==> src/hdl/dts_pkg.sv <==
`timescale 1ns / 1ps
// ----------------------------------------------------------------------------
// dts_pkg
// Shared types and constants of the delayed tone scheduler.
// ----------------------------------------------------------------------------
package dts_pkg;

    // command codes
    localparam logic [1:0] CMD_QUEUE   = 2'd0;
    localparam logic [1:0] CMD_ADVANCE = 2'd1;
    localparam logic [1:0] CMD_CLEAR   = 2'd2;

    // result kinds
    localparam logic KIND_PLAY = 1'b0;
    localparam logic KIND_STOP = 1'b1;

    // configuration register indexes
    localparam int CFG_IDX_W  = 8;
    localparam int CFG_DATA_W = 7;
    localparam logic [CFG_IDX_W-1:0] REG_AUDIO_ENABLE   = 8'd0;
    localparam logic [CFG_IDX_W-1:0] REG_MASTER_PERCENT = 8'd1;

    localparam int DEF_SLOTS     = 8;
    localparam int MAX_RES       = 8;
    localparam int NRES_W        = $clog2(MAX_RES + 1);
    localparam int US_PER_MS     = 1000;
    localparam int REM_W         = 26;

    // volume scaling: (level * percent + VOL_ROUND) / VOL_DIV, clipped at VOL_MAX
    localparam int VOL_MAX       = 1000;
    localparam int VOL_ROUND     = 50;
    localparam int VOL_DIV       = 100;
    localparam int PROD_W        = 17;
    localparam int RECIP_SHIFT   = 24;
    localparam int RECIP         = ((1 << RECIP_SHIFT) + VOL_DIV - 1) / VOL_DIV;
    localparam int RECIP_W       = 18;
    localparam int QUOT_W        = 11;

    typedef struct packed {
        logic [1:0]  cmd;
        logic [2:0]  wave_kind;
        logic [15:0] freq_hz;
        logic [15:0] length_ms;
        logic [9:0]  level_per_mille;
        logic [15:0] rise_ms;
        logic [15:0] fall_ms;
        logic [15:0] wait_ms;
        logic [31:0] elapsed_us;
    } t_tone_req;

    typedef struct packed {
        logic        kind;
        logic [2:0]  out_wave;
        logic [15:0] out_freq_hz;
        logic [15:0] out_length_ms;
        logic [9:0]  out_volume;
        logic [15:0] out_rise_ms;
        logic [15:0] out_fall_ms;
        logic        last;
    } t_tone_res;

    typedef struct packed {
        logic [CFG_IDX_W-1:0]  reg_index;
        logic [CFG_DATA_W-1:0] wr_data;
    } t_cfg_wr;

endpackage

==> src/hdl/dts_chan_if.sv <==
`timescale 1ns / 1ps
// ----------------------------------------------------------------------------
// dts_chan_if
// Valid/ready channel carrying one payload word per transfer.
// ----------------------------------------------------------------------------
interface dts_chan_if #(
    parameter type T = logic
) ();
    logic valid;
    logic ready;
    T     data;

    modport source (output valid, output data, input ready);
    modport sink   (input valid, input data, output ready);
endinterface

==> src/hdl/dts_vol_scale.sv <==
`timescale 1ns / 1ps
// ----------------------------------------------------------------------------
// dts_vol_scale
// Two-stage volume scaler: rounded percent scaling with clip at full scale.
// ----------------------------------------------------------------------------
module dts_vol_scale (
    input  logic       i_clk,
    input  logic [9:0] i_level,
    input  logic [6:0] i_percent,
    output logic [9:0] o_volume
);
    import dts_pkg::*;

    localparam int FULL_W = PROD_W + RECIP_W;

    logic [PROD_W-1:0] r_prod;
    logic [FULL_W-1:0] w_full;
    logic [QUOT_W-1:0] w_quot;
    logic [9:0]        r_volume;

    // divide by 100 through a reciprocal; exact for every 17-bit dividend
    assign w_full = FULL_W'(r_prod) * FULL_W'(RECIP);
    assign w_quot = w_full[RECIP_SHIFT +: QUOT_W];

    always_ff @(posedge i_clk) begin
        r_prod   <= PROD_W'(i_level) * PROD_W'(i_percent) + PROD_W'(VOL_ROUND);
        r_volume <= (w_quot > QUOT_W'(VOL_MAX)) ? 10'(VOL_MAX) : w_quot[9:0];
    end

    assign o_volume = r_volume;

endmodule

==> src/hdl/delayed_tone_scheduler_unit.sv <==
`timescale 1ns / 1ps
// ----------------------------------------------------------------------------
// delayed_tone_scheduler_unit
// Bank of one-shot timer slots that hold tones and release them on expiry.
// ----------------------------------------------------------------------------
// One command is handled at a time; the input is ready only between commands.
// A clear empties the bank and, with audio on, emits a stop-all from the flush
// state. A queue with audio on passes the multiply, divide and place states
// through the two-stage volume scaler, then hands over an immediate tone, or
// walks one slot counter over the bank for the first free slot. An advance
// walks the same counter over all SLOTS slots, one compare-and-subtract per
// cycle unless the scan stalls on a full result register, then hands over
// the final tone. Any command that emits waits only while the result register
// is held by the sink. Results sit in an output register, so the next command
// is taken while the previous final result still waits for its transfer.
// ----------------------------------------------------------------------------
module delayed_tone_scheduler_unit #(
    parameter int SLOTS = dts_pkg::DEF_SLOTS
) (
    input  logic        i_clk,
    input  logic        i_rst_n,
    dts_chan_if.sink    i_in,
    dts_chan_if.source  o_out,
    dts_chan_if.sink    i_cfg
);
    import dts_pkg::*;

    localparam int IW = (SLOTS > 1) ? $clog2(SLOTS) : 1;

    typedef enum logic [2:0] {
        S_IDLE,
        S_MUL,
        S_DIV,
        S_PLACE,
        S_FIND,
        S_SCAN,
        S_FLUSH
    } t_state;

    typedef struct packed {
        logic [2:0]  wave;
        logic [15:0] freq;
        logic [15:0] length;
        logic [9:0]  volume;
        logic [15:0] rise;
        logic [15:0] fall;
    } t_tone;

    typedef struct packed {
        logic  kind;
        t_tone tone;
    } t_pend;

    function automatic t_tone_res mk_res(input t_pend p, input logic last_flag);
        t_tone_res r;
        r.kind          = p.kind;
        r.out_wave      = p.tone.wave;
        r.out_freq_hz   = p.tone.freq;
        r.out_length_ms = p.tone.length;
        r.out_volume    = p.tone.volume;
        r.out_rise_ms   = p.tone.rise;
        r.out_fall_ms   = p.tone.fall;
        r.last          = last_flag;
        return r;
    endfunction

    // control state
    t_state              r_state;
    logic [IW-1:0]       r_idx;
    logic [NRES_W-1:0]   r_nres;
    logic [SLOTS-1:0]    r_busy;
    logic                r_pend_v;
    logic                r_out_v;
    logic                r_audio;
    logic [6:0]          r_pct;

    // payload
    t_tone_req           r_item;
    logic [REM_W-1:0]    r_delay;
    logic [REM_W-1:0]    r_slot_rem  [SLOTS];
    t_tone               r_slot_tone [SLOTS];
    t_pend               r_pend;
    t_tone_res           r_out;

    logic [9:0]          w_volume;
    t_tone               w_new_tone;
    logic                w_in_fire;
    logic                w_out_free;
    logic                w_cur_busy;
    logic                w_cur_exp;
    logic                w_emit_ok;
    logic                w_scan_stall;
    logic                w_scan_emit;
    logic                w_idx_last;
    logic                w_flush_fire;
    logic                w_find_write;
    logic                w_out_load;

    dts_vol_scale u_vol_scale (
        .i_clk     (i_clk),
        .i_level   (r_item.level_per_mille),
        .i_percent (r_pct),
        .o_volume  (w_volume)
    );

    assign w_new_tone = '{wave:   r_item.wave_kind,
                          freq:   r_item.freq_hz,
                          length: r_item.length_ms,
                          volume: w_volume,
                          rise:   r_item.rise_ms,
                          fall:   r_item.fall_ms};

    assign w_in_fire    = i_in.valid && (r_state == S_IDLE);
    assign w_out_free   = !r_out_v || o_out.ready;
    assign w_cur_busy   = r_busy[r_idx];
    assign w_cur_exp    = 32'(r_slot_rem[r_idx]) <= r_item.elapsed_us;
    assign w_emit_ok    = r_audio && (r_nres < NRES_W'(MAX_RES));
    assign w_idx_last   = (r_idx == IW'(SLOTS - 1));
    // an expiry may only displace the held tone if the result register has room
    assign w_scan_stall = (r_state == S_SCAN) && w_cur_busy && w_cur_exp && w_emit_ok
                          && r_pend_v && !w_out_free;
    assign w_scan_emit  = (r_state == S_SCAN) && !w_scan_stall && w_cur_busy
                          && w_cur_exp && w_emit_ok;
    assign w_flush_fire = (r_state == S_FLUSH) && r_pend_v && w_out_free;
    assign w_find_write = (r_state == S_FIND) && !w_cur_busy;
    // result register takes a new tone
    assign w_out_load   = (w_scan_emit && r_pend_v) || w_flush_fire;

    assign i_in.ready  = (r_state == S_IDLE);
    assign i_cfg.ready = 1'b1;
    assign o_out.valid = r_out_v;
    assign o_out.data  = r_out;

    always_ff @(posedge i_clk) begin
        if (!i_rst_n) begin
            r_state  <= S_IDLE;
            r_idx    <= '0;
            r_nres   <= '0;
            r_busy   <= '0;
            r_pend_v <= 1'b0;
            r_out_v  <= 1'b0;
            r_audio  <= 1'b1;
            r_pct    <= 7'd100;
        end else begin
            if (i_cfg.valid) begin
                case (i_cfg.data.reg_index)
                    REG_AUDIO_ENABLE:   r_audio <= i_cfg.data.wr_data[0];
                    REG_MASTER_PERCENT: r_pct   <= i_cfg.data.wr_data;
                    default: ;
                endcase
            end

            if (w_out_load) begin
                r_out_v <= 1'b1;
            end else if (o_out.ready) begin
                r_out_v <= 1'b0;
            end

            case (r_state)
                S_IDLE: begin
                    if (i_in.valid) begin
                        case (i_in.data.cmd)
                            CMD_QUEUE: begin
                                if (r_audio) begin
                                    r_state <= S_MUL;
                                end
                            end
                            CMD_ADVANCE: begin
                                r_idx   <= '0;
                                r_nres  <= '0;
                                r_state <= S_SCAN;
                            end
                            CMD_CLEAR: begin
                                r_busy <= '0;
                                if (r_audio) begin
                                    r_pend_v <= 1'b1;
                                    r_state  <= S_FLUSH;
                                end
                            end
                            default: ;
                        endcase
                    end
                end
                S_MUL: r_state <= S_DIV;
                S_DIV: r_state <= S_PLACE;
                S_PLACE: begin
                    if (r_item.wait_ms == '0) begin
                        r_pend_v <= 1'b1;
                        r_state  <= S_FLUSH;
                    end else begin
                        r_idx   <= '0;
                        r_state <= S_FIND;
                    end
                end
                S_FIND: begin
                    if (!w_cur_busy) begin
                        r_busy[r_idx] <= 1'b1;
                        r_state       <= S_IDLE;
                    end else if (w_idx_last) begin
                        r_state <= S_IDLE;      // bank full, tone dropped
                    end else begin
                        r_idx <= r_idx + 1'b1;
                    end
                end
                S_SCAN: begin
                    if (!w_scan_stall) begin
                        if (w_cur_busy && w_cur_exp) begin
                            r_busy[r_idx] <= 1'b0;
                        end
                        if (w_scan_emit) begin
                            r_pend_v <= 1'b1;
                            r_nres   <= r_nres + 1'b1;
                        end
                        if (w_idx_last) begin
                            r_state <= S_FLUSH;
                        end else begin
                            r_idx <= r_idx + 1'b1;
                        end
                    end
                end
                S_FLUSH: begin
                    if (!r_pend_v) begin
                        r_state <= S_IDLE;
                    end else if (w_out_free) begin
                        r_pend_v <= 1'b0;
                        r_state  <= S_IDLE;
                    end
                end
                default: r_state <= S_IDLE;
            endcase
        end
    end

    always_ff @(posedge i_clk) begin
        if (w_in_fire) begin
            r_item <= i_in.data;
        end
        if (r_state == S_MUL) begin
            r_delay <= REM_W'(r_item.wait_ms) * REM_W'(US_PER_MS);
        end
        if (r_state == S_PLACE) begin
            r_pend <= '{kind: KIND_PLAY, tone: w_new_tone};
        end
        if (w_in_fire && i_in.data.cmd == CMD_CLEAR) begin
            r_pend <= '{kind: KIND_STOP, tone: '0};
        end
        if (w_find_write) begin
            r_slot_rem[r_idx]  <= r_delay;
            r_slot_tone[r_idx] <= w_new_tone;
        end
        if (r_state == S_SCAN && w_cur_busy && !w_cur_exp) begin
            r_slot_rem[r_idx] <= r_slot_rem[r_idx] - r_item.elapsed_us[REM_W-1:0];
        end
        if (w_scan_emit) begin
            r_pend <= '{kind: KIND_PLAY, tone: r_slot_tone[r_idx]};
            if (r_pend_v) begin
                r_out <= mk_res(r_pend, 1'b0);
            end
        end
        if (w_flush_fire) begin
            r_out <= mk_res(r_pend, 1'b1);
        end
    end

endmodule

==> src/flat_wrapper.sv <==
// flat-port wrapper written by rule: the top's interface ports become plain ports
module delayed_tone_scheduler_unit_flat import dts_pkg::*;
#(
    parameter int SLOTS = dts_pkg::DEF_SLOTS
)
  (i_clk, i_rst_n, i_in_valid, i_in_data, i_in_ready, o_out_valid, o_out_data, o_out_ready, i_cfg_valid, i_cfg_data, i_cfg_ready);
  dts_chan_if #(.T(t_tone_req)) i_in_i ();
  dts_chan_if #(.T(t_tone_res)) o_out_i ();
  dts_chan_if #(.T(t_cfg_wr)) i_cfg_i ();
  input  logic i_clk;
  input  logic i_rst_n;
  input wire logic [$bits(i_in_i.valid)-1:0] i_in_valid;
  input wire logic [$bits(i_in_i.data)-1:0] i_in_data;
  output wire logic [$bits(i_in_i.ready)-1:0] i_in_ready;
  output wire logic [$bits(o_out_i.valid)-1:0] o_out_valid;
  output wire logic [$bits(o_out_i.data)-1:0] o_out_data;
  input wire logic [$bits(o_out_i.ready)-1:0] o_out_ready;
  input wire logic [$bits(i_cfg_i.valid)-1:0] i_cfg_valid;
  input wire logic [$bits(i_cfg_i.data)-1:0] i_cfg_data;
  output wire logic [$bits(i_cfg_i.ready)-1:0] i_cfg_ready;
  assign i_in_i.valid = i_in_valid;
  assign i_in_i.data = i_in_data;
  assign i_in_ready = i_in_i.ready;
  assign o_out_valid = o_out_i.valid;
  assign o_out_data = o_out_i.data;
  assign o_out_i.ready = o_out_ready;
  assign i_cfg_i.valid = i_cfg_valid;
  assign i_cfg_i.data = i_cfg_data;
  assign i_cfg_ready = i_cfg_i.ready;
  delayed_tone_scheduler_unit #(.SLOTS(SLOTS)) u_core (.i_clk(i_clk), .i_rst_n(i_rst_n), .i_in(i_in_i), .o_out(o_out_i), .i_cfg(i_cfg_i));
endmodule
==> config.mk <==
export PLATFORM = sky130hd
export DESIGN_NAME = delayed_tone_scheduler_unit_flat
export DESIGN_NICKNAME = d
export VERILOG_FILES = /design/src/hdl/dts_pkg.sv /design/src/hdl/dts_chan_if.sv /design/src/hdl/dts_vol_scale.sv /design/src/hdl/delayed_tone_scheduler_unit.sv /design/src/flat_wrapper.sv
export SDC_FILE = /design/constraint.sdc
export NUM_CORES = 2
export LEC_CHECK = 0
export BUFFER_PORTS_ARGS = -buffer_cell sky130_fd_sc_hd__buf_2
export CAP_MARGIN = 0
export CORE_ASPECT_RATIO = 0.7
export CORE_MARGIN = 5
export CORE_UTILIZATION = 38
export CTS_CLUSTER_SIZE = 20
export DETAILED_ROUTE_END_ITERATION = 10
export HOLD_SLACK_MARGIN = 0.03
export PLACE_DENSITY_LB_ADDON = 0.2
export SETUP_SLACK_MARGIN = 0.1
export SLEW_MARGIN = 20
export SYNTH_ARGS = -nofsm -noshare
export SYNTH_HDL_FRONTEND = slang
export SYNTH_SLANG_ARGS = --single-unit
==> constraint.sdc <==
create_clock -name i_clk -period 15.1 [get_ports i_clk]
set_clock_uncertainty 0.1 [all_clocks]
set_input_delay 3.02 -clock i_clk [delete_from_list [all_inputs] [get_ports i_clk]]
set_output_delay 3.02 -clock i_clk [all_outputs]
set_load 0.005 [all_outputs]
# After elaboration in Yosys (flattened, before gate mapping)
# Memory sizes are Yosys's and may differ from the RTL's. A register that Yosys moved wholly into a read port is not among the register bits.
# Cells that the tools add are included.
totals:
  reg_bits: 360
  mem_bits_rw: 824
  in_bits: 147
  output_inout_bits: 82
  elab_cells: 187
  memories: 2
op_classes:
  n_addsub: 4
  mul: 3
  n_lt_le_gt_ge: 5
  eq_ne: 27
  n_mux: 60
  bitwise_logic: 4
  reduce_logical: 48
memory_table:
  columns: ["memory", "depth", "width", "rd", "rd_clocked_by_memory_dff", "wr", "line", "text"]
  rows:
  - ["u_core.r_slot_tone", 8, 77, 1, 1, 1, "delayed_tone_scheduler_unit.sv:81", "t_tone r_slot_tone [SLOTS];"]
  - ["u_core.r_slot_rem", 8, 26, 1, 1, 1, "delayed_tone_scheduler_unit.sv:80", "logic [REM_W-1:0] r_slot_rem [SLOTS];"]
op_table:
  columns: ["operator", "count"]
  rows:
  - ["two-way mux 79 bit", 3]
  - ["two-way mux 78 bit", 2]
  - ["two-way mux 77 bit", 1]
  - ["two-way mux 3 bit", 19]
  - ["two-way mux 8 bit", 5]
  - ["multiplier 17 x 18 -> 35 bit (second input constant)", 1]
  - ["less-or-equal comparator 26 x 32 -> 1 bit", 1]
  - ["two-way mux 26 bit", 1]
  - ["subtractor 26 bit", 1]
  - ["one-hot mux 8 bit (3 select lines)", 1]
  - ["multiplier 16 x 7 -> 23 bit (second input constant)", 1]
  - ["one-hot mux 3 bit (7 select lines)", 1]
  - ["logical AND 1 bit", 19]
  - ["adder 17 x 6 -> 17 bit (second input constant)", 1]
  - ["multiplier 10 x 7 -> 17 bit", 1]
  - ["zero test 16 bit", 1]
  - ["two-way mux 1 bit", 16]
  - ["two-way mux 4 bit", 4]
  - ["inequality test 2 x 1 -> 1 bit (second input constant)", 8]
  - ["== test 3 bit (second input constant)", 4]
  - ["one-hot mux 3 bit (4 select lines)", 1]
  - ["AND reduction 6 bit", 2]
  - ["> comparator 11 x 10 -> 1 bit (second input constant)", 1]
  - ["nonzero test 2 bit", 5]
  - ["other kinds (35)", 51]

# Depth between registers and ports, before layout
depth:
  depth_word: 15
  depth_mapped: 22

# By module
# A second synthesis with hierarchy kept.
unflattened:
  cells_unflattened: 3409
  area_unflattened_um2: 56021.2
modules_own_cells:
  columns: ["mod", "instances", "cells_per_inst", "area_each_um2", "seq_area_each_um2"]
  rows:
  - ["delayed_tone_scheduler_unit", 1, 2526, 47473.0, 34503.1]
  - ["dts_vol_scale", 1, 883, 8548.2, 540.5]

# Worst setup path after synthesis
# Ideal clock, no wire load.
synth_timing:
  path_kind: "in2reg"
  from: "input i_in_valid"
  to: "register u_core.r_pend[0] (netlist bit), enable pin"
  setup_time_ps: 449
  t_arrival_ps: 9529
  t_required_ps: 14551
  slack_ps: 5022
  stages: 5
  n_path_buf: 2
  cell_sequence: "and2_1 > clkbuf_1 > nand2_1 > clkbuf_1 > nand3_1"
synth_via:
  elab_chain_cells: 3
synth_rtl:
  columns: ["element", "line", "text"]
  rows:
  - ["start: declaration", "flat_wrapper.sv:12", "input wire logic [$bits(i_in_i.valid)-1:0] i_in_valid;"]
  - ["logical AND 1 bit", "delayed_tone_scheduler_unit.sv:113", "assign w_in_fire = i_in.valid && (r_state == S_IDLE);"]
  - ["net u_core.w_in_fire", "delayed_tone_scheduler_unit.sv:87", "logic w_in_fire;"]
  - ["logical AND 1 bit", "delayed_tone_scheduler_unit.sv:244", "if (w_in_fire && i_in.data.cmd == CMD_CLEAR) begin"]
  - ["nonzero test 3 bit (no line)", null, null]
  - ["end signal: assignment", "delayed_tone_scheduler_unit.sv:242", "r_pend <= '{kind: KIND_PLAY, tone: w_new_tone};"]
  - ["end signal: assignment", "delayed_tone_scheduler_unit.sv:245", "r_pend <= '{kind: KIND_STOP, tone: '0};"]
  - ["end signal: assignment", "delayed_tone_scheduler_unit.sv:255", "r_pend <= '{kind: KIND_PLAY, tone: r_slot_tone[r_idx]};"]
  - ["end: declaration", "delayed_tone_scheduler_unit.sv:82", "t_pend r_pend;"]
# The timed path passes the listed nets, and every way through them passes these cells.
# A chain may end at the register's enable or synchronous reset.

==> reports/qor.csv <==
stage,metric,value,unit
outcome,status,"finished, final reports clean",
sta,setup_violations,0,
die,die_area,155000,sq um
worst_hold_path,hold_depth,2,
synthesis,synth.avg_cell_area,16.3,sq um
clock_network,postCtsSetupBuffers,0,
die,rows,117,
routing,num_vias,29200,
synthesis,synth_warnings,0,
sta,hold_violations,0,
layout,layout-drive-gt1-share,19.6,%
placed_design,globalplace.congestion,0.801,
sta,grt_setup_unrepaired,false,
synthesis,ys_types,92,
clock_network,cts_hold_buf,0,
setup_path,r2r_cells,17,
global_routing,track_usage,16.7,%
sta,relSlewSlack,32.4,%
synthesis,ys_ff_latch,1187,
global_routing,grt_overflow,0,
global_routing,antenna_found_initial,6,
clock_network,htreeDepth,3,
setup_path,critPathLaunchType,flip-flop,
routing,wl_per_cell,22.3,um
die,core_area,146000,sq um
setup_path,path_max_fanout,70,
synthesis,mappedNetlistNets,4054,
die,die_h,331,um
synthesis,synth_seq_area_share,62.6,%
sta,maxSlewViolCount,0,
sta,post-route-min-period,7.27,ns
placed_design,numPortBuffers,227,
setup_path,required,15.36,ns
synthesis,async_flop_share,0,%
clock_network,cts-root-buf,clkbuf_16,
clock_network,cts.clk_slew.worst_paths,0.07,ns
sta,timing.final.crit_share,48.2,%
routing,drc_errors,0,
global_routing,grt_first_pass_wirelength,195000,um
flow_run,maxCapViolCount,0,
sta,tightest_slew,1.01,ns
routing,drt_iter0_drc,1916,
layout,area_growth,13.2,%
synthesis,ys.flop_type,edfxtp_1,
routing,routed_wl,128000,um
layout,fin_nets,4320,
worst_hold_path,min_path_type,reg -> reg,
global_routing,grt_pass1_vias,30500,
sta,fmax,0.138,GHz
routing,ant_nets,0,
clock_network,clock_path_buffers,3,
synthesis,synthCells,3431,
setup_path,arrival,7.53,ns
clock_network,insertion_delay,0.78,ns
setup_path,end_kind,flip-flop,
layout,antenna_cells,0,
synthesis,synth_edf_count,1127,
global_routing,grt_max_degree,90,
sta,tns,0,ns
die,die_w,469,um
clock_network,cts_buffers,115,
clock_network,cts_resized,0,
placed_design,dpl.hpwl,79200,um
die,ios,229,
clock_network,cts_tree,yes,
routing,dr.pass1.iters,5,
die,start_util,38.4,%
synthesis,syn_area,55900,sq um
clock_network,cts_sinks,1187,
routing,via_per_inst,5.07,
setup_path,critical_path_class,reg -> reg,
-- metrics by stage --
step | area [sq um] | setup slack [ns] | utilization (%) | hold slack (ns) | instances
floorplan | 55900 | 5.02 | - | 0.332 | 3431
global placement | 59500 | 7.81 | 40.8 | 0.341 | 5543
detailed placement | 59500 | 7.80 | 40.8 | 0.353 | 5543
CTS | 63300 | 7.74 | 43.4 | 0.361 | 5754
global route | 63300 | 7.40 | 43.4 | 0.392 | 5754
finish | 63300 | 7.83 | 43.4 | 0.359 | 5754
-- synthesized netlist by cell type, types with 6 or more instances --
| cell type | n | area, sq um |
|---|---|---|
| nor4_1 | 8 | 50.1 |
| a211oi_1 | 7 | 52.6 |
| nor3_1 | 26 | 130 |
| nor2b_1 | 12 | 75.1 |
| and2_1 | 120 | 751 |
| o211ai_1 | 11 | 82.6 |
| o21a_1 | 10 | 75.1 |
| xor2_1 | 24 | 210 |
| or2_2 | 7 | 43.8 |
| nor3b_1 | 8 | 60.1 |
| fa_1 | 205 | 4100 |
| clkbuf_2 | 7 | 35.0 |
| mux2i_1 | 90 | 901 |
| o221a_2 | 8 | 90.1 |
| mux4_2 | 206 | 4640 |
| ha_1 | 271 | 3390 |
| nand3_1 | 103 | 515 |
| o31ai_1 | 6 | 45.0 |
| edfxtp_1 | 1127 | 33800 |
| a31oi_1 | 11 | 68.8 |
| buf_2 | 9 | 45.0 |
| nor2_1 | 80 | 300 |
| dfxtp_1 | 60 | 1200 |
| o21ai_1 | 10 | 50.1 |
| a21o_1 | 24 | 180 |
| mux2_2 | 29 | 327 |
| nand2b_1 | 9 | 56.3 |
| inv_1 | 360 | 1350 |
| o21bai_1 | 9 | 67.6 |
| a21oi_1 | 67 | 335 |
| or3_1 | 7 | 43.8 |
| clkbuf_1 | 80 | 300 |
| nand2_1 | 120 | 450 |
| and3_1 | 12 | 75.1 |
| nand4_1 | 7 | 43.8 |
| o21ai_0 | 127 | 636 |
| buf_1 | 25 | 93.8 |
| xnor2_1 | 36 | 315 |
-- registers in the layout, indices dropped and copies added, names as in the netlist, named ones only --
name                         cells
u_core.r_nres                    4
u_core.o_out.valid               1
u_core.r_item                  125
u_core.r_delay                  23
u_core.r_state                   3
u_core.r_idx                     3
u_core.r_slot_rem              208
u_core.u_vol_scale.o_volume     10
u_core.r_slot_tone             616
u_core.o_out.data               79
u_core.r_busy                    8
u_core.r_audio                   1
u_core.r_pend_v                  1
u_core.u_vol_scale.r_prod       17
u_core.r_pend                   78
u_core.r_pct                     7
-- cell type report --
class / instances / area (sq um)
well taps: 1963 / 2460
multi-input cells: 1758 / 19100
fillers: 13000 / 82500
repair buffers: 274 / 1500
clock buffers: 135 / 2970
inverters: 361 / 1360
flip-flops and latches: 1187 / 35100
clock inverters: 76 / 858
-- kinds of logic after synthesis --
| group | Yosys count | synth area share (%) |
|---|---|---|
| flops | 1187 | 62.6 |
| buf+inv | 486 | 3.33 |
| fa+ha+maj | 476 | 13.4 |
| compound gates | 355 | 4.15 |
| simple gates | 541 | 5.04 |
| other cells | 1 | 0.00670 |
| xor+xnor | 60 | 0.939 |
| mux | 325 | 10.5 |
-- per-layer routing --
| layer | vias up | wire [um] | track usage (%) |
|---|---|---|---|
| li1 | 13400 | - | - |
| met1 | 15100 | 61600 | 24.8 |
| met2 | 611 | 58700 | 26.0 |
| met3 | 142 | 5710 | 2.90 |
| met4 | 0 | 2170 | 3.28 |
| met5 | - | 0 | 0 |
-- cells in the final DEF (no fill, tap or decap), types with 23 or more instances in the layout --
cell type	netlist	layout
edfxtp_1	1127	1127
inv_1	360	360
ha_1	271	271
buf_2	9	227
mux4_2	206	206
fa_1	205	205
o21ai_0	127	127
nand2_1	120	119
and2_1	120	119
clkbuf_16	0	116
nand3_1	103	102
mux2i_1	90	90
nor2_1	80	70
a21oi_1	67	66
dfxtp_1	60	57
buf_4	3	46
xnor2_1	36	36
mux2_2	29	29
a21o_1	24	24
xor2_1	24	24
clkinv_1	1	24
nor3_1	26	23
-- worst max-delay path, cell delays in order (launching register included) --
cell and delay, ns:
dfxtp_4 0.94, buf_4 0.87, mux4_2 0.41, mux2i_1 0.16, ha_1 0.17, inv_1 0.06
fa_1 0.42, a211oi_1 0.23, o21bai_1 0.19, o41ai_2 0.47, a21oi_1 0.21, o21a_1 0.24
o31ai_2 0.17, buf_4 0.23, o211ai_1 0.11, buf_4 0.39, nand3_4 0.58, buf_4 0.75
-- path summary, 6_finish.rpt --
path	end	slack, ns	start
hold / removal	u_core.r_pend[77]	0.36	u_core.r_pend[77]
setup reg to reg	u_core.r_pend[31]	7.83	flip-flop
setup / recovery	u_core.r_pend[31]	7.83	flip-flop
hold reg to reg	u_core.r_pend[77]	0.36	u_core.r_pend[77]
Power is not shown: default switching activity piles up to over one toggle a cycle in this logic, so the estimate is an artifact.
